<file path="src/rtl/core/mstw_ram.sv">
// mstw_ram: generic single-port-write, one-read RAM with registered read.
// No dependencies.
`default_nettype none
module mstw_ram #(
  parameter int WIDTH = 8,
  parameter int DEPTH = 16
) (
  input  wire logic                     clk,
  input  wire logic                     we,
  input  wire logic [$clog2(DEPTH)-1:0] waddr,
  input  wire logic [WIDTH-1:0]         wdata,
  input  wire logic [$clog2(DEPTH)-1:0] raddr,
  output logic [WIDTH-1:0]              rdata
);
  logic [WIDTH-1:0] mem [DEPTH];
  always_ff @(posedge clk) begin
    if (we) mem[waddr] <= wdata;
    rdata <= mem[raddr];
  end
endmodule
`default_nettype wire

</file>
<file path="config.mk">
export PLATFORM = sky130hd
export DESIGN_NAME = mstw_ram
export DESIGN_NICKNAME = d
export VERILOG_FILES = /design/src/rtl/core/mstw_ram.sv
export SDC_FILE = /design/constraint.sdc
export NUM_CORES = 1
export LEC_CHECK = 0
export ABC_CLOCK_PERIOD_IN_PS = 1700
export BUFFER_PORTS_ARGS = -buffer_cell sky130_fd_sc_hd__buf_2
export CAP_MARGIN = 15
export CORE_MARGIN = 4
export CORE_UTILIZATION = 30
export DETAILED_ROUTE_END_ITERATION = 10
export PLACE_DENSITY = 0.42
export SYNTH_ARGS = -nofsm -noshare
export SYNTH_HDL_FRONTEND = slang
export SYNTH_SLANG_ARGS = --single-unit
</file>
<file path="constraint.sdc">
create_clock -name clk -period 1.7 [get_ports clk]
set_input_delay 0.085 -clock clk [delete_from_list [all_inputs] [get_ports clk]]
set_output_delay 0.085 -clock clk [all_outputs]
set_load 0.03 [all_outputs]
</file>
==> run summary <==
actual slew at the worst max-slew pin: 786.8 ps
Final Cell Area: 6236 um2
DIE AREA: 19320 um2
kind of critical path: reg -> reg
largest net degree at the start of global routing: 33
drt pass-1 iters: 4
ratio of cells with drive above 1 in the final layout: 33.00%
routed vias/inst: 4.628
Max Slew Vio Count: 0
unrepaired setup endpoints after global routing: no
DRT iter0 DRCs: 213
Antenna Nets Post-Route: 0
post-CTS setup buffers: 0
Worst Hold Class: in -> reg
warnings from Yosys: 0
Filler cells: 1553
Nets: 308
period utilisation layout: 86.07%
critical path capture point type: flop
WP data required: 1990 ps
dpl hpwl: 7449 um
syn nets: 247
synthesis-to-layout area growth: 21.15%
cells after synthesis: 229
Worst path max stage delay: 520 ps
cells along the critical path: mux4_1, a22oi_1, nand2_1
pre-CTS setup slack: 82.95 ps
clk sinks: 136
status: complete, no violations
Clk Latency, worst-skew pair: 410 ps
Num CTS Buffers: 17
first-pass GRT wire length: 16740 um
CTS tree: built
dominant cell type by area after synthesis: edfxtp_1
P_leak: 2.115 nW
Post-synth ARST share: 0%
min cycle time layout: 1463 ps
post_cts resized: 0
cts hold-fix bufs: 0
Post-Route Skew: 9.429 ps
worst relative slew slack: 47.44%
worst setup margin: 236.9 ps
CP Launch Type: flop
EDFF count, synth: 128
Die X-Extent: 139.0 um
ys flop type: edfxtp_1
vias in the first global route: 2571
Yosys top cell area share: 74.67%
gr usage total: 12.18%
Worst-path clk slew: 60 ps
gp weighted congestion: 0.6780
Site Rows: 47
H-tree Lvls: 4
cell area after synthesis: 5147 um2
Worst Path Max Fanout: 1
syn_area_per_cell: 22.48 um2
post-route insts no fill: 524
root buf cell: clkbuf_16
final wirelength: 10990 um
DRC viols: 0
Synth area leaders: edfxtp_1, mux4_2, mux4_1, dfxtp_1, a22oi_1
Fin Setup TNS: 0 ps
die height: 139.0 um
initial antenna violation count: 0
pwr dens: 1180 nW/um2
Congestion Overflow GR: 0
synth unique cells: 19
final setup fails: 0
CP arrival: 1750 ps
Vias: 2425
clk buf depth: 2
Cell Area, Placed: 5714 um2
wire per inst: 20.98 um
Peak Freq: 683.5 MHz
dpl cells: 491
I/O pins: 26
slowest cell on the critical path: mux4_1
Max-cap violations: 0
core box area: 16700 um2
final hold violations: 0
post-synthesis register bit count: 136
# port buffers: 25
register area share after synthesis: 77.78%
peak supply drop: 0.6334 mV
Initial Util: 30.82%
-- critical path: cells and delay by family (launching register included) --
family | cells | cell delay [ps]
mux | 1 | 520
flops | 1 | 370
compound gates | 1 | 360
simple gates | 1 | 90
-- kinds of logic after synthesis --
| family | share of synthesized area (%) |
|---|---|
| flops | 77.78 |
| simple gates | 3.184 |
| mux | 15.02 |
| compound gates | 2.334 |
| buf+inv | 1.677 |
-- layer usage --
layer	track usage (%)	vias up	routed length, um
li1	-	1097	-
met5	0	-	0
met1	16.90	1243	5007
met4	5.252	0	125
met3	3.000	10	560
met2	18.31	75	5299
-- final timing paths --
path / from / endpoint / slack (ps) / cells past startpoint
max: mem[1][5] / rdata[5] / 240 / 3
min reg2reg: mem[15][1] / rdata[1] / 670 / 3
min: wdata[7] / mem[11][7] / 60 / 1
max reg2reg: mem[1][5] / rdata[5] / 240 / 3
-- synthesized netlist by cell type, drive strengths merged, types with 2 or more instances --
| library cell | n |
|---|---|
| clkdlybuf4s25 | 3 |
| dfxtp | 8 |
| nor2 | 13 |
| mux4 | 32 |
| nand2b | 2 |
| nand2 | 9 |
| nor3 | 4 |
| buf | 7 |
| a22oi | 16 |
| nand3b | 2 |
| edfxtp | 128 |
-- cells in the final DEF, fill, tap and decap left out --
master      netlist  routed
mux4_1           14      14
and2_1            1       1
nand3b_1          2       2
nand3_1           1       1
and2b_1           1       1
clkinvlp_4        0       2
edfxtp_1        128     128
nor3_1            4       4
buf_4             1      23
diode_2           0       1
nor2b_1           1       1
buf_2             3      25
mux4_2           18      18
dfxtp_1           8       8
a22oi_1          16      16
clkinv_2          0       8
nand2b_1          2       2
buf_12            0       4
or3b_2            1       1
clkbuf_16         0      17
nand2_1           9       9
nor2_1           13      13
clkbuf_8          0       2
clkbuf_1          0       3
-- area by class of cell --
| cell class | instances | area [um2] | area share, % |
|---|---|---|---|
| clock buffer | 22 | 464.2 | 7.444 |
| sequential | 136 | 4004 | 64.21 |
| multi-input combinational | 83 | 1057 | 16.95 |
| timing repair buffer | 52 | 377.9 | 6.059 |
| tap | 220 | 275.3 | 4.414 |
| antenna | 1 | 2.502 | 0.04013 |
| clock inverter | 10 | 55.05 | 0.8828 |
-- report_power, final --
group          switching [mW]  leakage, nW  internal [mW]
combinational           0.246        0.632          0.163
clock                    1.26        0.259           1.91
sequential             0.0269         1.22           3.75
-- per-stage QoR --
| step | hold slack (ps) | utilization [%] | power [mW] |
|---|---|---|---|
| after detailed placement | 487.6 | 34.21 | 4.270 |
| after global placement | 484.3 | 34.21 | 4.269 |
| final | 60.55 | 37.34 | 7.355 |
| after CTS | 44.79 | 37.32 | 7.447 |
| after floorplan | 183.9 | - | 4.069 |
| after global routing | 50.12 | 37.32 | 7.661 |
-- state kept, by name (all words and copies together) (netlist names) --
name / flops
rdata: 8
mem: 128
Note: power is estimated with default switching activity, not from simulation.
