## config.mk

```make
export PLATFORM = sky130hd
export DESIGN_NAME = mstw_back
export DESIGN_NICKNAME = d
export VERILOG_FILES = /design/src/rtl/core/mstw_pkg.sv /design/src/rtl/core/mstw_back.sv
export SDC_FILE = /design/constraint.sdc
export NUM_CORES = 1
export LEC_CHECK = 0
export BUFFER_PORTS_ARGS = -buffer_cell sky130_fd_sc_hd__buf_2
export CORE_ASPECT_RATIO = 0.9
export CORE_MARGIN = 3
export CORE_UTILIZATION = 35
export DETAILED_ROUTE_END_ITERATION = 7
export HOLD_SLACK_MARGIN = 0.02
export SLEW_MARGIN = 20
export SYNTH_ARGS = -nofsm -noshare
export SYNTH_HDL_FRONTEND = slang
export SYNTH_SLANG_ARGS = --single-unit
```

## constraint.sdc

```tcl
create_clock -name clk -period 10.93 [get_ports clk]
set_input_delay 1.6395 -clock clk [delete_from_list [all_inputs] [get_ports clk]]
set_output_delay 1.6395 -clock clk [all_outputs]
set_load 0.005 [all_outputs]
```

## src/rtl/core/mstw_pkg.sv

```systemverilog
// mstw_pkg: shared types and constants for the spanning tree weight block.
// No dependencies.
`default_nettype none
package mstw_pkg;
  localparam int MAX_VERTICES_DEF = 64;
  localparam int MAX_EDGES_DEF    = 256;
  localparam int WEIGHT_BITS_DEF  = 16;
  localparam int VTX_W            = 7;
  localparam int TOTAL_W          = 22;

  typedef struct packed {
    logic [VTX_W-1:0]  edge_from;
    logic [VTX_W-1:0]  edge_to;
    logic signed [15:0] edge_weight;
    logic              last_edge;
  } in_item_t;

  typedef struct packed {
    logic signed [TOTAL_W-1:0] total_weight;
    logic                      disconnected;
    logic                      edges_dropped;
  } out_item_t;

  // Job handed from the front part to the back part.
  typedef struct packed {
    logic [16:0] fill;
    logic        dropped;
  } job_t;
endpackage
`default_nettype wire

```

## src/rtl/core/mstw_back.sv

```systemverilog
// mstw_back: Prim rounds over the edge store, one edge read per cycle.
// Depends on mstw_pkg.
`default_nettype none
module mstw_back #(
  parameter int MAX_VERTICES = mstw_pkg::MAX_VERTICES_DEF,
  parameter int MAX_EDGES = mstw_pkg::MAX_EDGES_DEF,
  parameter int WEIGHT_BITS = mstw_pkg::WEIGHT_BITS_DEF,
  localparam int AW = (MAX_EDGES > 1) ? $clog2(MAX_EDGES) : 1
) (
  input  wire logic                 clk,
  input  wire logic                 rst_n,
  input  wire logic [mstw_pkg::VTX_W-1:0] vcount,
  input  wire logic                 job_valid,
  input  wire mstw_pkg::job_t       job,
  output logic                      job_pop,
  output logic [AW-1:0]             raddr,
  input  wire logic [2*mstw_pkg::VTX_W+WEIGHT_BITS-1:0] rdata,
  output logic                      out_valid,
  output mstw_pkg::out_item_t       out_item
);
  localparam int VW = mstw_pkg::VTX_W;
  typedef enum logic [1:0] {S_IDLE, S_SCAN, S_DONE} state_t;

  state_t state_r;
  logic [MAX_VERTICES:0] tree_r;
  logic [16:0] fill_r, idx_r;
  logic        rv_r;
  logic        drop_r, found_r;
  logic [VW-1:0] n_r, reached_r, best_v_r;
  logic signed [WEIGHT_BITS-1:0] best_w_r;
  logic signed [mstw_pkg::TOTAL_W-1:0] sum_r;

  logic [VW-1:0] ea, eb, fresh, n_eff;
  logic signed [WEIGHT_BITS-1:0] ew;
  logic a_ok, b_ok, in_a, in_b, cand, take_it;

  assign ea = rdata[2*VW+WEIGHT_BITS-1 -: VW];
  assign eb = rdata[VW+WEIGHT_BITS-1 -: VW];
  assign ew = rdata[WEIGHT_BITS-1:0];
  assign a_ok = (ea != '0) && (ea <= n_r);
  assign b_ok = (eb != '0) && (eb <= n_r);
  assign in_a = a_ok && tree_r[ea];
  assign in_b = b_ok && tree_r[eb];
  assign cand = rv_r && a_ok && b_ok && (in_a != in_b);
  assign fresh = in_a ? eb : ea;
  assign take_it = cand && (!found_r || ew < best_w_r);
  assign n_eff = (vcount == '0) ? VW'(1)
               : (vcount > VW'(MAX_VERTICES)) ? VW'(MAX_VERTICES) : vcount;
  assign raddr = idx_r[AW-1:0];
  assign job_pop = (state_r == S_IDLE) && job_valid;

  always_ff @(posedge clk) begin
    if (!rst_n) begin
      state_r   <= S_IDLE;
      out_valid <= 1'b0;
      rv_r      <= 1'b0;
    end else begin
      out_valid <= 1'b0;
      case (state_r)
        S_IDLE: begin
          if (job_valid) begin
            fill_r    <= job.fill;
            drop_r    <= job.dropped;
            n_r       <= n_eff;
            tree_r    <= (MAX_VERTICES+1)'(2);
            reached_r <= VW'(1);
            sum_r     <= '0;
            found_r   <= 1'b0;
            idx_r     <= '0;
            rv_r      <= 1'b0;
            state_r   <= S_DONE;
            if (n_eff > VW'(1)) state_r <= S_SCAN;
          end
        end
        S_SCAN: begin
          // issue reads idx_r, evaluate the read issued in the previous cycle
          rv_r <= idx_r < fill_r;
          if (idx_r < fill_r) idx_r <= idx_r + 17'd1;
          if (take_it) begin
            found_r  <= 1'b1;
            best_w_r <= ew;
            best_v_r <= fresh;
          end
          if (!(idx_r < fill_r) && !rv_r) begin
            // round over
            idx_r   <= '0;
            found_r <= 1'b0;
            if (!found_r) begin
              state_r <= S_DONE;
            end else begin
              tree_r[best_v_r] <= 1'b1;
              sum_r <= sum_r + mstw_pkg::TOTAL_W'(best_w_r);
              reached_r <= reached_r + VW'(1);
              if (reached_r + VW'(1) >= n_r) state_r <= S_DONE;
            end
          end
        end
        S_DONE: begin
          out_valid <= 1'b1;
          out_item.total_weight  <= sum_r;
          out_item.disconnected  <= reached_r < n_r;
          out_item.edges_dropped <= drop_r;
          state_r <= S_IDLE;
        end
        default: state_r <= S_IDLE;
      endcase
    end
  end
endmodule
`default_nettype wire

```

==> impl_metrics.xml <==
<?xml version="1.0" encoding="UTF-8"?>
<metrics>
  <group name="run_status">
    <metric name="outcome" unit="">finished clean</metric>
  </group>
  <group name="yosys">
    <metric name="synth-main-ff-cell" unit="">edfxtp_1</metric>
    <metric name="synthesis.instances" unit="">910</metric>
    <metric name="synth.distinct_cells" unit="">58</metric>
    <metric name="synth_fp_nets" unit="">1051</metric>
    <metric name="synth_seq_cells" unit="">188</metric>
    <metric name="postSynthAreaPerCell" unit="um2">11.8</metric>
    <metric name="synth_async_sr_flop_share" unit="%">0</metric>
    <metric name="synth.cell_area" unit="mm2">0.0108</metric>
    <metric name="number_of_enable_type_register_cells_in_the_synthesized_netlist" unit="">184</metric>
    <metric name="seq_area_frac_synth" unit="%">52.0</metric>
    <metric name="yosys_warnings" unit="">0</metric>
  </group>
  <group name="power_and_ir_drop">
    <metric name="clkPwrFrac" unit="%">31.0</metric>
    <metric name="power.leakage" unit="nW">4.75</metric>
    <metric name="worst_ir_drop_vdd" unit="uV">104</metric>
    <metric name="cellPowerDensity" unit="mW/mm2">173</metric>
    <metric name="switching_pwr" unit="mW">0.674</metric>
    <metric name="internal_power" unit="mW">1.44</metric>
    <metric name="sw_frac_of_total" unit="%">31.8</metric>
    <metric name="power_frac_comb" unit="%">21.6</metric>
    <metric name="sequentialPowerShare" unit="%">47.4</metric>
  </group>
  <group name="place">
    <metric name="gp_congestion" unit="">0.837</metric>
    <metric name="numPortBuffers" unit="">91</metric>
    <metric name="hpwlAfterDp" unit="mm">17.4</metric>
  </group>
  <group name="min_path">
    <metric name="holdCritStartpoint" unit="">drop_r</metric>
    <metric name="hold_path_end" unit="">out_item[0]</metric>
    <metric name="min_path_type" unit="">reg2reg</metric>
    <metric name="hold-path-cell-count" unit="">0</metric>
  </group>
  <group name="finish">
    <metric name="sequential_cell_area" unit="mm2">0.00561</metric>
    <metric name="multi_input_area" unit="mm2">0.00482</metric>
    <metric name="diodes_inserted" unit="">0</metric>
    <metric name="most_frequent_cells_in_the_layout" unit="">184 x edfxtp_1, 124 x nor2_1, 93 x a21oi_1, 91 x buf_2, 82 x ha_1</metric>
    <metric name="utilization" unit="%">40.7</metric>
    <metric name="nets_finish" unit="">1127</metric>
    <metric name="layout-area-overhead-vs-synth" unit="%">13.8</metric>
    <metric name="most_frequent_standard_cell_in_the_layout_excluding_fill_and_tap_cells" unit="">edfxtp_1</metric>
    <metric name="proportion_of_layout_cells_with_a_drive_suffix_above_1" unit="%">17.4</metric>
    <metric name="nFillCells" unit="">2888</metric>
  </group>
  <group name="drt">
    <metric name="detailroute.via_count" unit="">7372</metric>
    <metric name="drcViolationCount" unit="">0</metric>
    <metric name="detail_route.wl_per_cell" unit="um">18.1</metric>
    <metric name="initialDrtViolationCount" unit="">559</metric>
    <metric name="detail_route.vias_per_cell" unit="">5.26</metric>
    <metric name="detail_route.wirelength" unit="mm">25.4</metric>
    <metric name="final_antenna_net_count" unit="">0</metric>
    <metric name="number_of_detailed_route_iterations_in_the_first_pass" unit="">5</metric>
  </group>
  <group name="worst_setup_path">
    <metric name="endpoint_kind" unit="">register</metric>
    <metric name="timing.critical_path.from_type" unit="">input pin</metric>
    <metric name="crit_fanout" unit="">23</metric>
    <metric name="regToRegEndpoint" unit="">best_w_r[10]</metric>
    <metric name="critical_path_class" unit="">in2reg</metric>
    <metric name="ff2ff_setup_slack" unit="ns">7.34</metric>
    <metric name="worst-endpoint-required" unit="ns">11.01</metric>
    <metric name="startpoint_of_the_lowest_slack_register_to_register_path" unit="">tree_r[42]</metric>
    <metric name="reg2regPathDepth" unit="">8</metric>
    <metric name="critPathArrivalTime" unit="ns">4.95</metric>
  </group>
  <group name="sta">
    <metric name="finalCritPeriodShare" unit="%">44.5</metric>
    <metric name="tightestPinTransition" unit="ns">1.05</metric>
    <metric name="final_setup_violations" unit="">0</metric>
    <metric name="setup_tns" unit="ns">0</metric>
    <metric name="post-route-min-period" unit="ns">4.86</metric>
    <metric name="slew_violations" unit="">0</metric>
    <metric name="grt_setup_unrepaired" unit="">false</metric>
    <metric name="max_clock_freq" unit="MHz">206</metric>
    <metric name="final_report_hold_violation_count" unit="">0</metric>
    <metric name="clock_skew" unit="ns">0.0205</metric>
    <metric name="relSlewSlack" unit="%">29.5</metric>
  </group>
  <group name="floorplan">
    <metric name="placementRows" unit="">60</metric>
    <metric name="num_io_pins" unit="">92</metric>
    <metric name="placeable_core_region" unit="mm2">0.0301</metric>
    <metric name="initial_core_utilization" unit="%">35.8</metric>
    <metric name="fp.dieW" unit="um">191</metric>
    <metric name="die-height" unit="um">172</metric>
    <metric name="die_area" unit="mm2">0.0329</metric>
  </group>
  <group name="clock_network">
    <metric name="number_of_buffers_inserted_to_repair_setup_after_cts" unit="">0</metric>
    <metric name="post_cts_resized" unit="">0</metric>
    <metric name="tritoncts.num_buffers" unit="">17</metric>
    <metric name="clockRootBuffer" unit="">clkbuf_16</metric>
    <metric name="htreeDepth" unit="">4</metric>
    <metric name="cts_tree" unit="">yes</metric>
    <metric name="clk_latency" unit="ns">0.45</metric>
    <metric name="clk_pin_slew" unit="ns">0.08</metric>
    <metric name="clockBufferDepth" unit="">2</metric>
    <metric name="cts.sinks" unit="">188</metric>
    <metric name="holdBufCountCts" unit="">0</metric>
  </group>
  <group name="global_route">
    <metric name="first_global_vias" unit="">7104</metric>
    <metric name="remaining_global_route_overflow" unit="">0</metric>
    <metric name="antenna_found_initial" unit="">1</metric>
    <metric name="overall_global_routing_resource_usage" unit="%">15.6</metric>
    <metric name="pin_count_of_the_biggest_net_entering_global_routing" unit="">90</metric>
    <metric name="grt_first_pass_wirelength" unit="mm">39.8</metric>
  </group>
  <group name="flow_run">
    <metric name="cap_violations" unit="">0</metric>
  </group>
</metrics>
-- Yosys cell counts (7+ instances only) --
cell / number / share of area (%)
edfxtp_1: 184 / 51
nor2_1: 126 / 4.4
a21oi_1: 93 / 4.3
ha_1: 82 / 9.5
inv_1: 51 / 1.8
mux4_2: 26 / 5.4
nand2_1: 23 / 0.80
o21ai_0: 23 / 1.1
clkbuf_1: 22 / 0.77
nand3_1: 22 / 1.0
a21o_1: 20 / 1.4
xnor2_1: 20 / 1.6
xor2_1: 18 / 1.5
nor2b_1: 16 / 0.93
nor3_1: 16 / 0.74
nand2b_1: 13 / 0.76
mux2i_1: 12 / 1.1
a31oi_1: 10 / 0.58
and2_1: 10 / 0.58
and3_1: 10 / 0.58
nand4_1: 9 / 0.52
buf_4: 8 / 0.56
a211oi_1: 7 / 0.49
mux4_1: 7 / 1.7
nor3b_1: 7 / 0.49
o21a_1: 7 / 0.49
-- how the worst max path moves through the flow --
| stage | to | start | cells after the start | slack (ns) |
|---|---|---|---|---|
| after floorplan | reached_r[0] | rst_n | 3 | 1.90 |
| after global placement | best_w_r[0] | rdata[24] | 9 | 5.32 |
| after detailed placement | best_w_r[0] | rdata[24] | 9 | 5.23 |
| after CTS | best_w_r[10] | rdata[24] | 9 | 5.71 |
| after global routing | best_w_r[14] | rdata[24] | 9 | 5.91 |
| final | best_w_r[10] | rdata[24] | 9 | 6.07 |
-- cells by family after synthesis --
logic type / count (synthesis) / synth area share (%)
DFF: 188 / 52.0
adders and majority gates: 83 / 9.71
muxes: 51 / 8.89
xor gates and xnor gates: 38 / 3.09
and+or+nand+nor: 274 / 12.4
buffers and inverters: 92 / 3.67
AOI/OAI and AO/OA: 184 / 10.2
-- area by class of cell --
type / count / area share [%]
Tap cell: 403 / 4.11
Sequential cell: 188 / 45.7
Inverter: 51 / 1.56
Timing Repair Buffer: 98 / 4.14
Clock inverter: 15 / 1.65
Clock buffer: 17 / 3.47
Multi-Input combinational cell: 630 / 39.3
-- critical path, stage by stage --
cell and delay [ns]:
buf_2 0.39, mux4_1 0.61, mux4_2 0.48, or3b_1 0.37, o211ai_1 0.10, nand4bb_1 0.39, xnor2_1 0.20, o211ai_2 0.17
nor2_4 0.58
-- registers in the layout, summed over array words and instances (netlist names), 2 cells and up --
register / cells
sum_r: 22
out_item: 24
best_w_r: 16
reached_r: 7
state_r: 2
fill_r: 17
best_v_r: 7
n_r: 7
tree_r: 65
idx_r: 17
-- power by group through the flow --
stage	clock (mW)	sequential (mW)	combinational, mW
floorplan	0	1.00	0.348
global placement	0	1.02	0.447
detailed placement	0	1.02	0.458
CTS	0.676	1.00	0.461
global route	0.697	1.02	0.520
finish	0.657	1.00	0.457
-- stage by stage --
| stage | cell area (um2) | std cells | hold slack, ns | total power [mW] | setup slack [ns] |
|---|---|---|---|---|---|
| after detailed placement | 11600 | 1370 | 0.448 | 1.48 | 5.23 |
| after global placement | 11600 | 1370 | 0.439 | 1.46 | 5.32 |
| after floorplan | 10800 | 910 | 0.400 | 1.35 | 1.90 |
| after CTS | 12200 | 1402 | 0.467 | 2.14 | 5.71 |
| after global routing | 12300 | 1402 | 0.478 | 2.23 | 5.91 |
| final | 12300 | 1402 | 0.451 | 2.12 | 6.07 |
-- layer usage --
| layer | wire, um | share of wire (%) | GRT usage (%) | vias up |
|---|---|---|---|---|
| met3 | 1370 | 5.4 | 3.20 | 29 |
| met4 | 429 | 1.7 | 4.59 | 2 |
| met1 | 11600 | 46 | 21.7 | 3578 |
| met2 | 12000 | 47 | 24.8 | 210 |
| li1 | - | - | - | 3553 |
| met5 | 13 | 0.051 | 0 | - |
Note: power is estimated with default switching activity, not from simulation.
