File: src/rtl/core/mstw_pkg.sv
// mstw_pkg: shared types and constants for the spanning tree weight block.
// No dependencies.
`default_nettype none
package mstw_pkg;
  localparam int MAX_VERTICES_DEF = 64;
  localparam int MAX_EDGES_DEF    = 256;
  localparam int WEIGHT_BITS_DEF  = 16;
  localparam int VTX_W            = 7;
  localparam int TOTAL_W          = 22;

  typedef struct packed {
    logic [VTX_W-1:0]  edge_from;
    logic [VTX_W-1:0]  edge_to;
    logic signed [15:0] edge_weight;
    logic              last_edge;
  } in_item_t;

  typedef struct packed {
    logic signed [TOTAL_W-1:0] total_weight;
    logic                      disconnected;
    logic                      edges_dropped;
  } out_item_t;

  // Job handed from the front part to the back part.
  typedef struct packed {
    logic [16:0] fill;
    logic        dropped;
  } job_t;
endpackage
`default_nettype wire

File: src/rtl/core/mstw_front.sv
// mstw_front: accepts edges, writes them to the store, queues a job on the last edge.
// Depends on mstw_pkg.
`default_nettype none
module mstw_front #(
  parameter int MAX_EDGES = mstw_pkg::MAX_EDGES_DEF,
  parameter int WEIGHT_BITS = mstw_pkg::WEIGHT_BITS_DEF,
  localparam int AW = (MAX_EDGES > 1) ? $clog2(MAX_EDGES) : 1
) (
  input  wire logic                clk,
  input  wire logic                rst_n,
  input  wire logic                take,
  input  wire mstw_pkg::in_item_t  item,
  output logic                     we,
  output logic [AW-1:0]            waddr,
  output logic [2*mstw_pkg::VTX_W+WEIGHT_BITS-1:0] wdata,
  output logic                     job_push,
  output mstw_pkg::job_t           job
);
  logic [16:0] fill_r, fill_nxt;
  logic        ovf_r, ovf_nxt;
  logic        room;
  logic [WEIGHT_BITS-1:0] w;

  assign room  = fill_r < 17'(MAX_EDGES);
  assign w     = WEIGHT_BITS'(item.edge_weight);
  assign we    = take && room;
  assign waddr = fill_r[AW-1:0];
  assign wdata = {item.edge_from, item.edge_to, w};
  assign job_push    = take && item.last_edge;
  assign job.fill    = we ? fill_r + 17'd1 : fill_r;
  assign job.dropped = ovf_r || (take && !room);

  always_comb begin
    fill_nxt = fill_r;
    ovf_nxt  = ovf_r;
    if (take) begin
      if (item.last_edge) begin
        fill_nxt = '0;
        ovf_nxt  = 1'b0;
      end else if (room) begin
        fill_nxt = fill_r + 17'd1;
      end else begin
        ovf_nxt = 1'b1;
      end
    end
  end

  always_ff @(posedge clk) begin
    if (!rst_n) begin
      fill_r <= '0;
      ovf_r  <= 1'b0;
    end else begin
      fill_r <= fill_nxt;
      ovf_r  <= ovf_nxt;
    end
  end
endmodule
`default_nettype wire

File: config.mk
export PLATFORM = sky130hd
export DESIGN_NAME = mstw_front
export DESIGN_NICKNAME = d
export VERILOG_FILES = /design/src/rtl/core/mstw_pkg.sv /design/src/rtl/core/mstw_front.sv
export SDC_FILE = /design/constraint.sdc
export NUM_CORES = 1
export LEC_CHECK = 0
export BUFFER_PORTS_ARGS = -buffer_cell sky130_fd_sc_hd__buf_2
export CORE_MARGIN = 8
export CORE_UTILIZATION = 37
export CTS_CLUSTER_SIZE = 10
export DETAILED_ROUTE_END_ITERATION = 12
export PLACE_DENSITY = 0.77
export SKIP_CTS_REPAIR_TIMING = 1
export SYNTH_ARGS = -nofsm -noshare
export SYNTH_HDL_FRONTEND = slang
export SYNTH_SLANG_ARGS = --single-unit
File: constraint.sdc
create_clock -name clk -period 1.58 [get_ports clk]
set_input_delay 0.316 -clock clk [delete_from_list [all_inputs] [get_ports clk]]
set_output_delay 0.316 -clock clk [all_outputs]
set_load 0.01 [all_outputs]
==> out/metrics.yaml, run 1 <==
setup_path:
  crit_path_max_incr_delay_ns: 0.36
  end_kind: "output port"
  timing.rr.start: "fill_r[13]"
  critPathMaxFanout: 5
  reg2regPathDepth: 5
  startpoint: "fill_r[13]"
  r2r_setup_slack_ns: -0.15
  r2r_end: "fill_r[2]"
  crit_required_ns: 1.26
  crit_arrival_ns: 1.78
  cpLargestDelayFamily: "simple AND/OR/NAND/NOR gates"
  start_kind: "flip-flop"
  critical_path_buf_inv_count: 2
  cp_slowest_cell: "dfxtp_2"
  worst-setup-path-type: "reg2out"
  cp_cell_sequence: "nor4_4, buf_4, nand4_4, mux2_2, buf_2"
synth:
  yosys.area.top_type: "dfxtp_1"
  ys_warn_count: 0
  avgSynthCellArea_um2: 8.32
  postSynthCellCount: 155
  ys_types: 40
  ys_seq_elements: 18
  seq_area_frac_synth: 0.279
  synth_top_cells_by_count: "buf_4 (38), dfxtp_1 (18), clkbuf_1 (12)"
  async_flop_share: 0
  syn_nets: 190
  netlist_area_um2: 1290
  synth_most_common_cell: "buf_4"
  synth_edf_count: 0
  synth_top_area_frac: 0.279
  synth.area.top_cells: "dfxtp_1 (28%), buf_4 (22%), and3_1 (3.9%)"
  synth_flop_cell: "dfxtp_1"
power:
  comb_power_share: 0.119
  p_seq_frac: 0.534
  clkPwrFrac: 0.347
  cellPowerDensity_nw_per_um2: 544
  switching_share: 0.252
  peakVddDrop_mv: 0.365
  intPower_uw: 644
  p_sw_uw: 217
  static-leakage-power_uw: 0.000783
global_routing:
  grt_usage: 0.102
  grt_first_pass_wirelength_um: 4500
  grt_max_degree: 16
  top_usage_layer: "met2"
  met2_usage: 0.159
  overflow: 0
  antenna_found_initial: 0
  met1_usage: 0.124
  grt_use_met3: 0.0413
  grt_pass1_vias: 950
placed_design:
  pre_cts_ws_ns: -0.115
  routabilityCongestion: 0.819
  io_buffers: 31
  dpl.hpwl_um: 2310
final_layout:
  antennaDiodeCount: 0
  regArea_um2: 364
  final_net_count: 202
  multi_input_area_um2: 723
  fillers: 323
  syn_to_final_growth_pct: 22.6
  drive_gt1_frac: 0.560
hold_path:
  min_path_cells: 3
  min_from: "rst_n"
  min_to: "fill_r[1]"
  hp-class: "in2reg"
status:
  outcome: "finished, violations left"
  violations: "negative setup slack"
clock_network:
  cts_buffers: 3
  clock-sinks: 18
  cts_max_level: 1
  cts.path.max_buffers: 2
  clk_latency_ns: 0.31
  path_clk_slew_ns: 0.11
  cts_root_buf: "clkbuf_4"
  cts_tree: "yes"
floorplan:
  rows: 21
  core_um2: 3340
  pin_count: 92
  die_area_um2: 5630
  initial_core_util: 0.387
  die_h_um: 75.0
  die_w_um: 75.0
route:
  drc: 0
  avgRoutedWirePerCell_um: 14.3
  ant_nets: 0
  via_count: 1057
  drtIter0Drc: 80
  wl_um: 3040
  first_pass_iters: 4
  via_per_inst: 4.99
sta:
  worst_slack_ns: -0.511
  tightest_slew_ns: 0.334
  setup_viol: 15
  hold_viol: 0
  rsz0062_at_grt: "true"
  fin_worst_skew_ns: 0.00786
  slew_violations: 0
  finalCriticalPeriod_ns: 2.09
  whs_ns: 0.430
  slew_headroom: 0.777
  fmax_ghz: 0.478
  fin_crit_sh: 1.32
job:
  maxCapViolations: 0
power groups by stage:
| stage | clock [µW] | combinational [µW] | sequential [µW] |
|---|---|---|---|
| global route | 322 | 113 | 461 |
| floorplan | 0 | 129 | 473 |
| detailed placement | 0 | 86.7 | 470 |
| finish | 299 | 102 | 460 |
| CTS | 300 | 87.5 | 460 |
| global placement | 0 | 87.4 | 470 |
per-stage QoR:
step / instance area, µm² / util / total power, µW / instances / setup TNS (ns)
after floorplan: 1380 / - / 602 / 155 / -0.638
after global placement: 1410 / 0.423 / 558 / 204 / -0.817
after detailed placement: 1410 / 0.423 / 557 / 204 / -0.975
after CTS: 1450 / 0.434 / 848 / 208 / -4.92
after global routing: 1580 / 0.474 / 895 / 212 / -6.53
final: 1580 / 0.474 / 861 / 212 / -5.09
layer usage:
metal	vias to the layer above	part of all wire	routed length, µm
li1	516	-	-
met1	495	0.42	1280
met2	42	0.47	1430
met3	4	0.098	298
met4	0	0.011	34
met5	-	0	0
worst max path at each step:
stage               slack [ns]     end  cells past startpoint
floorplan                -0.15  job[3]                      5
global placement         -0.10  job[2]                      5
detailed placement       -0.12  job[2]                      5
CTS                      -0.47  job[2]                      5
global route             -0.60  job[8]                      5
finish                   -0.51  job[2]                      5
tightest hold or removal path, stage by stage:
cell	delay [ns]
buf_2	0.11
buf_4	0.17
o31a_1	0.11
sequential cells by signal (all words and copies together) (netlist names):
register and cells:
ovf_r 1, fill_r 17
cells by family (layout without fill, tap and decap cells):
kind of cell	Yosys count	after routing	synth area share
adders and majority gates	1	1	0.00970
xor gates and xnor gates	7	7	0.0475
buffers and inverters	55	66	0.276
DFF	18	18	0.279
AOI/OAI and AO/OA	15	15	0.0873
muxes	1	1	0.00873
and+or+nand+nor	58	58	0.291
placed cells by master (no fill, tap or decap), drive strengths merged, types with 4 or more instances in the layout:
cell	synthesis	routed
nand2	11	11
nor2b	5	5
nor2	6	6
xnor2	4	4
clkbuf	12	4
buf	39	59
dfxtp	18	18
and3	10	10
nand3	8	8
layout make-up:
| cell class | count | area share |
|---|---|---|
| flip-flops and latches | 18 | 0.230 |
| multi-input cells | 82 | 0.457 |
| inverters | 3 | 0.00712 |
| clock buffers | 4 | 0.0229 |
| well taps | 46 | 0.0364 |
| repair buffers | 59 | 0.246 |
Note: power is estimated with default switching activity, not from simulation.
==> run 2, diff against run 1 <==
--- a/config.mk
+++ b/config.mk
@@ -7,10 +7,11 @@
 export LEC_CHECK = 0
 export BUFFER_PORTS_ARGS = -buffer_cell sky130_fd_sc_hd__buf_2
 export CORE_MARGIN = 8
-export CORE_UTILIZATION = 37
+export CORE_UTILIZATION = 38
+export CTS_BUF_LIST = sky130_fd_sc_hd__clkbuf_8
 export CTS_CLUSTER_SIZE = 10
 export DETAILED_ROUTE_END_ITERATION = 12
-export PLACE_DENSITY = 0.77
+export PLACE_DENSITY = 0.78
 export SKIP_CTS_REPAIR_TIMING = 1
 export SYNTH_ARGS = -nofsm -noshare
 export SYNTH_HDL_FRONTEND = slang
==> run 2 against run 1 <==
Compared with the run above: the run still ends with negative setup slack left; maximum frequency up 2.9%; flip-flop and latch count unchanged; power up 9.0%; clock skew down 0.0054 ns; global-route usage up 1.3 points; worst hold slack better by 0.062 ns; non-clock buffer count down 2; sequential share of layout area up 0.83 points; die area down 2.1%; via count down 2.3%; routed wire length up 0.53%; critical path type unchanged; critical endpoint unchanged; largest power group unchanged; highest routed layer unchanged.
==> out/metrics.yaml, run 2 (same netlist as run 1, synthesis figures left out) <==
status:
  outcome: "finished, violations left"
  violations: "negative setup slack"
global_routing:
  grt_max_degree: 16
  grt_pass1_vias: 1073
  met1_usage: 0.127
  grt_usage: 0.115
  grt_use_met3: 0.0499
  met2_usage: 0.192
  antenna_found_initial: 0
  grt_first_pass_wirelength_um: 4960
  top_usage_layer: "met2"
  overflow: 0
clock_network:
  path_clk_slew_ns: 0.07
  cts_max_level: 1
  cts.path.max_buffers: 2
  cts_root_buf: "clkbuf_8"
  clk_latency_ns: 0.25
  clock-sinks: 18
  cts_buffers: 3
  cts_tree: "yes"
final_layout:
  final_net_count: 200
  fin_cells: 210
  drive_gt1_frac: 0.524
  final_common_cell: "buf_2"
  final_area_um2: 1530
  regMostFlops: "fill_r"
  top_regs: "fill_r (17), ovf_r (1)"
  final_cell_mix: "buf_2 (30), buf_4 (24), dfxtp_1 (15), nand2_1 (10), and3_1 (8)"
  syn_to_final_growth_pct: 18.3
  postLayoutCoreUtil: 0.461
  antennaDiodeCount: 0
  largest_reg_flops: 17
route:
  via_count: 1033
  via_per_inst: 4.92
  drc: 0
  first_pass_iters: 4
  drtIter0Drc: 67
  avgRoutedWirePerCell_um: 14.6
  wl_um: 3060
  ant_nets: 0
floorplan:
  pin_count: 92
  rows: 21
  core_um2: 3310
  initial_core_util: 0.390
  die_w_um: 74.3
  die_area_um2: 5520
  die_h_um: 74.3
setup_path:
  crit_arrival_ns: 1.72
  start_kind: "flip-flop"
  worst-setup-path-type: "reg2out"
  crit_required_ns: 1.26
  r2r_setup_slack_ns: -0.16
  timing.rr.start: "fill_r[13]"
  r2r_end: "fill_r[2]"
  end_kind: "output port"
  reg2regPathDepth: 5
  critPathMaxFanout: 5
sta:
  hold_viol: 0
  finalCriticalPeriod_ns: 2.03
  fin_crit_sh: 1.29
  whs_ns: 0.492
  rsz0062_at_grt: "true"
  fin_worst_skew_ns: 0.00241
  worst_slack_ns: -0.453
  tightest_slew_ns: 0.330
  fmax_ghz: 0.492
  slew_headroom: 0.778
  slew_violations: 0
  setup_viol: 16
placed_design:
  io_buffers: 31
  dpl.hpwl_um: 2380
  dpl.cell_count: 205
  routabilityCongestion: 0.815
  dpl_cell_area_um2: 1420
power:
  peakVddDrop_mv: 0.445
  static-leakage-power_uw: 0.000780
  power_uw: 939
  cellPowerDensity_nw_per_um2: 615
hold_path:
  min_to: "fill_r[1]"
  min_path_cells: 3
  hp-class: "in2reg"
  min_from: "rst_n"
job:
  maxCapViolations: 0
## run 2: stage by stage
step                      TNS [ns]  worst slack (ns)
after global placement      -0.762            -0.102
after global routing         -6.60            -0.546
final                        -4.90            -0.453
after floorplan             -0.638            -0.147
after detailed placement     -1.45            -0.148
after CTS                    -4.74            -0.436
## run 2: layer usage
layer	routed length, µm	vias up
met5	0	-
li1	-	508
met2	1500	28
met1	1280	495
met3	263	2
met4	16	0
## run 2: worst max path at each step
| stage | startpoint | endpoint | slack [ns] |
|---|---|---|---|
| 2_1_floorplan | fill_r[13] | job[3] | -0.15 |
| 3_3_place_gp | fill_r[13] | job[2] | -0.10 |
| 3_5_place_dp | fill_r[13] | job[2] | -0.15 |
| 4_1_cts | fill_r[13] | job[2] | -0.44 |
| 5_1_grt | fill_r[13] | job[2] | -0.55 |
| 6_report | fill_r[13] | job[2] | -0.45 |
## run 2: worst max-delay path: stages, from the launching register on
cell and delay (ns):
dfxtp_2 0.34, nor4_4 0.37, buf_4 0.20, nand4_4 0.12
mux2_2 0.30, buf_2 0.14
## run 2: area by class of cell
cell class | instances | area (µm²)
clock buffers | 4 | 55.1
flip-flops and latches | 18 | 364
well taps | 46 | 57.6
inverters | 3 | 11.3
repair buffers | 57 | 364
multi-input cells | 82 | 674
fillers | 347 | 1780
## run 2: power breakdown
part	internal [µW]	leakage [µW]	switching, µW	total, µW
Clock	221	0.0000288	156	378
Sequential	457	0.000146	2.86	460
Combinational	46.5	0.000605	54.5	101
==> run 3, diff against run 2 <==
--- a/config.mk
+++ b/config.mk
@@ -6,6 +6,7 @@
 export NUM_CORES = 1
 export LEC_CHECK = 0
 export BUFFER_PORTS_ARGS = -buffer_cell sky130_fd_sc_hd__buf_2
+export CORE_ASPECT_RATIO = 1.2
 export CORE_MARGIN = 8
 export CORE_UTILIZATION = 38
 export CTS_BUF_LIST = sky130_fd_sc_hd__clkbuf_8
==> run 3 against run 2 <==
Compared with the run above: the run still ends with negative setup slack left; sequential power about the same; final cell count fell by 3.8%; global-route usage fell by 0.70 points; clock skew increased by 0.0020 ns; combinational power decreased by 6%; flip-flop and latch count stayed put; design area increased by 1.3%; clock power is 1% higher; die area is 0.13% higher; clock-buffer cell count unchanged; non-clock buffer count increased by 1; largest cell class unchanged; highest routed layer unchanged.
==> out/metrics.yaml, run 3 (same netlist as run 1, synthesis figures left out) <==
floorplan:
  pin_count: 92
  core_um2: 3310
  die_h_um: 79.8
  die_w_um: 69.2
  initial_core_util: 0.390
  rows: 23
  die_area_um2: 5520
setup_path:
  reg2regPathDepth: 5
  startpoint: "fill_r[11]"
  timing.rr.start: "fill_r[11]"
  end_kind: "output port"
  r2r_end: "fill_r[2]"
  start_kind: "flip-flop"
  r2r_setup_slack_ns: -0.19
  worst-setup-path-type: "reg2out"
  crit_required_ns: 1.26
  critPathMaxFanout: 5
  crit_arrival_ns: 1.72
global_routing:
  grt_max_degree: 16
  antenna_found_initial: 0
  grt_pass1_vias: 1054
  grt_first_pass_wirelength_um: 5010
  grt_usage: 0.108
  overflow: 0
final_layout:
  final_common_cell: "buf_2"
  syn_to_final_growth_pct: 19.9
  fillers: 313
  postLayoutCoreUtil: 0.467
  antennaDiodeCount: 0
  regMostFlops: "fill_r"
  final_cell_mix: "buf_2 (30), buf_4 (25), dfxtp_1 (14), nand2_1 (10), and3_1 (8)"
  drive_gt1_frac: 0.533
  multi_input_area_um2: 697
  final_net_count: 201
  regArea_um2: 365
  largest_reg_flops: 17
  top_regs: "fill_r (17), ovf_r (1)"
route:
  first_pass_iters: 4
  wl_um: 3070
  avgRoutedWirePerCell_um: 15.2
  drc: 0
  drtIter0Drc: 33
  via_count: 1094
  ant_nets: 0
  via_per_inst: 5.42
placed_design:
  dpl.hpwl_um: 2270
  pre_cts_ws_ns: -0.129
  routabilityCongestion: 0.858
  io_buffers: 31
power:
  peakVddDrop_mv: 0.371
  comb_power_share: 0.101
  switching_share: 0.231
  intPower_uw: 721
  p_seq_frac: 0.491
  static-leakage-power_uw: 0.000781
  clkPwrFrac: 0.408
  cellPowerDensity_nw_per_um2: 606
  p_sw_uw: 216
sta:
  fin_crit_sh: 1.29
  slew_headroom: 0.759
  rsz0062_at_grt: "true"
  fin_worst_skew_ns: 0.00443
  setup_viol: 15
  slew_violations: 0
  tightest_slew_ns: 0.359
  finalCriticalPeriod_ns: 2.03
  hold_viol: 0
  worst_slack_ns: -0.451
  fmax_ghz: 0.492
clock_network:
  cts.path.max_buffers: 2
  cts_buffers: 3
  cts_tree: "yes"
  clock-sinks: 18
  cts_max_level: 1
  cts_root_buf: "clkbuf_8"
  path_clk_slew_ns: 0.07
  clk_latency_ns: 0.26
job:
  maxCapViolations: 0
hold_path:
  min_from: "rst_n"
  min_to: "fill_r[1]"
  min_path_cells: 3
  hp-class: "in2reg"
status:
  outcome: "finished, violations left"
  violations: "negative setup slack"
run 3: layout make-up:
class,instances,area share
multi-input cells,82,0.451
clock buffers,4,0.0356
repair buffers,58,0.240
flip-flops and latches,18,0.236
well taps,37,0.0299
inverters,3,0.00728
run 3: critical path, cell delays in order (launching register included):
cell and delay (ns):
dfxtp_2 0.34, nor4_4 0.40, buf_4 0.20, nand4_4 0.10
mux2_2 0.29, buf_2 0.14
run 3: power by group through the flow:
stage	Sequential [µW]	Combinational (µW)	Clock, µW
floorplan	473	129	0
global placement	470	92.5	0
detailed placement	471	91.9	0
CTS	460	92.4	387
global route	460	103	408
finish	460	94.6	382
run 3: per-layer routing:
layer	up-vias	global-route usage	wire length (µm)
li1	507	-	-
met1	536	0.111	1230
met2	38	0.184	1540
met3	13	0.0323	189
met4	0	0.0821	111
met5	-	0	0
run 3: through the flow:
step / std cells / total power (µW) / instance area (µm²) / setup TNS (ns) / hold slack [ns]
final: 202 / 937 / 1550 / -4.66 / 0.488
after global routing: 202 / 972 / 1550 / -6.06 / 0.500
after CTS: 200 / 939 / 1460 / -4.26 / 0.485
after detailed placement: 196 / 563 / 1410 / -1.02 / 0.500
after global placement: 196 / 563 / 1410 / -0.907 / 0.492
after floorplan: 155 / 602 / 1380 / -0.638 / 0.452
run 3: how the worst max path moves through the flow:
stage	end	cells after the start	slack, ns
floorplan	job[3]	5	-0.15
global placement	job[8]	5	-0.10
detailed placement	fill_r[2]	5	-0.13
finish	job[2]	5	-0.45
global route	job[2]	5	-0.53
CTS	job[8]	5	-0.41
